==> config.mk <==
export PLATFORM = sky130hd
export DESIGN_NAME = fbd_rmw
export DESIGN_NICKNAME = d
export VERILOG_FILES = /design/src/hdl/fbd_pkg.sv /design/src/hdl/fbd_rmw.sv
export SDC_FILE = /design/constraint.sdc
export NUM_CORES = 1
export LEC_CHECK = 0
export BUFFER_PORTS_ARGS = -buffer_cell sky130_fd_sc_hd__buf_2
export CAP_MARGIN = 15
export CORE_AREA = 2 2 39 41
export DETAILED_ROUTE_END_ITERATION = 16
export DIE_AREA = 0 0 41 43
export PLACE_DENSITY_LB_ADDON = 0.08
export SETUP_SLACK_MARGIN = 0.1
export SYNTH_ARGS = -nofsm -noshare
export SYNTH_HDL_FRONTEND = slang
export SYNTH_SLANG_ARGS = --single-unit
==> constraint.sdc <==
create_clock -name vclk -period 0.91
set_input_delay 0.091 -clock vclk [all_inputs]
set_output_delay 0.091 -clock vclk [all_outputs]
set_load 0.01 [all_outputs]
==> src/hdl/fbd_pkg.sv <==
// ----------------------------------------------------------------------------
// fbd_pkg
// Shared types and constants for the page-organized monochrome framebuffer.
// ----------------------------------------------------------------------------
package fbd_pkg;

   localparam int DEF_COLUMNS = 128;
   localparam int DEF_PAGES   = 8;
   localparam logic [7:0] DIRTY_ALL = 8'hFF;

   typedef enum logic [2:0] {
      CMD_PIXEL  = 3'd0,
      CMD_FILL   = 3'd1,
      CMD_INVERT = 3'd2,
      CMD_CLEAR  = 3'd3,
      CMD_MARK   = 3'd4,
      CMD_READ   = 3'd5,
      CMD_TAKE   = 3'd6,
      CMD_NOP    = 3'd7
   } fbd_cmd_type;

   typedef enum logic [2:0] {
      S_CLEAR,
      S_IDLE,
      S_READ,
      S_WRITE,
      S_FETCH,
      S_REPLY
   } fbd_state_type;

   typedef enum logic {
      KIND_BYTE = 1'b0,
      KIND_MASK = 1'b1
   } fbd_kind_type;

   // one masked byte update for the modify unit
   typedef struct packed {
      logic       invert;
      logic       color;
      logic [7:0] mask;
   } fbd_rmw_op_type;

endpackage

==> src/hdl/fbd_rmw.sv <==
// ----------------------------------------------------------------------------
// fbd_rmw
// Shared byte modify unit: set, clear or invert the masked bits of a byte.
// ----------------------------------------------------------------------------
module fbd_rmw (
   input  fbd_pkg::fbd_rmw_op_type op,
   input  logic [7:0]              old_byte,
   output logic [7:0]              new_byte,
   output logic                    dirty
);
   import fbd_pkg::*;

   always_comb begin
      if (op.invert) begin
         new_byte = old_byte ^ op.mask;
         dirty    = 1'b1;
      end else begin
         new_byte = op.color ? (old_byte | op.mask) : (old_byte & ~op.mask);
         dirty    = (new_byte != old_byte);
      end
   end
endmodule

==> results.toml <==
[finish]
layout.nets = 103
clkbuf_count = 0
stdcell_count = 99
regArea_um2 = 0
drive_gt1_frac = 0.578
antenna_cells = 0
seq_cells = 0
design_area_um2 = 586
area_growth_syn_to_layout_pct = 122
fill_cells = 158

[yosys]
synth_area_um2 = 264
ys_seq_area_frac = 0
yosysWarnings = 0
synth.avg_cell_area_um2 = 5.87
synthCells = 45
synth_fp_nets = 63
synth_cell_types = 14

[routing]
wl_per_cell_um = 10.4
ant_nets = 0
routed_via_density = 4.66
drc = 0
first_pass_iters = 4
drtIter0Drc = 7
routed_wirelength_mm = 1.03
vias = 461

[sta]
worst_slew_pin_slew_ns = 0.269
fmax_mhz = 948
fin_crit_sh = 1.16
relSlewSlack = 0.821
fin_crit_ns = 1.05
hold_violations = 0
drv_slew = 0
rsz0062_at_grt = "yes"
whs_ns = 0.472
setup_viol = 3
finalWorstSetupSlack_ns = -0.145

[worst_setup_path]
endpoint_kind = "output pin"
start_kind = "input port"
crit_fanout = 4
critPathKind = "in -> out"
required_ns = 0.82
arrival_ns = 0.96

[placed_design]
dp_cells = 98
dp_worst_setup_slack_ns = -0.184
dpl_cell_area_um2 = 502
io_buffers = 27
dpl.hpwl_um = 792
gp_congestion = 0.647

[run_status]
violations = "setup timing"
status = "complete, but fails checks"

[global_routing]
grt_max_degree = 7
antenna_found_initial = 0
grt_pass1_wl_mm = 1.53
grt_overflow = 0
grt_pass1_vias = 369
grt_usage = 0.116

[min_path]
whs_path_depth = 3
hold_start = "op[2]"
min_path_type = "in -> out"
whs_endpoint = "new_byte[2]"

[floorplan]
fp.coreArea_um2 = 1380
ioPinCount = 27
rows = 14
initial_core_util = 0.191
die_area_um2 = 1760
die_h_um = 43
die_x_um = 41

[run]
cap_viol_max_count = 0

[power]
power_density_nw_per_um2 = 511
vdd_drop_max_mv = 0.202
power_leakage_uw = 0.000306
-- cells in the mapped netlist, drive strengths merged --
| master | count | area (um2) |
|---|---|---|
| nand2 | 6 | 22.5 |
| nor2b | 1 | 6.26 |
| a222oi | 1 | 10.0 |
| nand4 | 2 | 12.5 |
| mux2 | 3 | 33.8 |
| a21oi | 11 | 55.1 |
| a22o | 1 | 8.76 |
| nor2 | 1 | 11.3 |
| o21ai | 5 | 25.0 |
| inv | 7 | 26.3 |
| a22oi | 3 | 22.5 |
| buf | 1 | 11.3 |
| a31oi | 1 | 6.26 |
| nand2b | 2 | 12.5 |
-- how the worst max path moves through the flow --
stage,cells after the start,from,slack [ns],endpoint
global placement,5,op[2],-0.19,dirty
CTS,6,old_byte[2],-0.18,dirty
floorplan,4,old_byte[2],0.09,dirty
detailed placement,5,op[2],-0.18,dirty
global route,5,op[2],-0.23,dirty
finish,5,op[2],-0.14,dirty
-- timing repair --
item | CTS | global route
endpoints found under the setup margin | 9 | 9
pin swaps | 6 | 3
resized for setup | 15 | 3
setup buffers | 0 | 1
hold buffers | 0 | 0
-- metal layers --
layer	global-route usage	up-vias	wire (um)
met1	0.161	202	424
li1	-	244	-
met3	0	0	65
met2	0.203	15	539
met5	0	-	0
met4	0	0	0
-- cell type report --
cell class / count / area [um2] / share of cell area
Inverter: 7 / 26.3 / 0.0449
Multi-Input combinational cell: 37 / 259 / 0.442
Tap cell: 16 / 20.0 / 0.0342
Timing Repair Buffer: 39 / 280 / 0.479
-- through the flow --
step / utilization / TNS (ns) / total power (uW)
6_report: 0.423 / -0.198 / 299
4_1_cts: 0.408 / -0.199 / 290
3_5_place_dp: 0.363 / -0.535 / 247
5_1_grt: 0.423 / -0.613 / 329
2_1_floorplan: - / 0 / 110
3_3_place_gp: 0.363 / -0.565 / 247
-- cells by family after synthesis --
family / after synthesis / share of synthesized area
AO/OA/AOI/OAI: 22 / 0.483
AND/OR/NAND/NOR: 12 / 0.246
buffers and inverters: 8 / 0.142
multiplexers: 3 / 0.128
-- cells in the final DEF, fill, tap and decap left out, drive strengths merged --
| cell | count |
|---|---|
| nor2b | 1 |
| a31oi | 1 |
| nor2 | 1 |
| o21ai | 5 |
| mux2 | 3 |
| nand2b | 2 |
| buf | 39 |
| a22o | 1 |
| a222oi | 1 |
| nand4 | 2 |
| a22oi | 3 |
| nand2 | 6 |
| inv | 7 |
| a21oi | 11 |
-- report_power, final --
| group | internal, uW | leakage, uW | switching (uW) | total [uW] |
|---|---|---|---|---|
| registers | 0 | 0 | 0 | 0 |
| logic | 170 | 0.000306 | 130 | 299 |
| clock network | 0 | 0 | 0 | 0 |
| total | 170 | 0.000306 | 130 | 299 |
-- worst max-delay path, cell delays in order --
cell      delay, ns
buf_8          0.10
a222oi_1       0.32
nand4_1        0.12
a22o_1         0.20
buf_2          0.14
(Power assumes the default switching activity.)
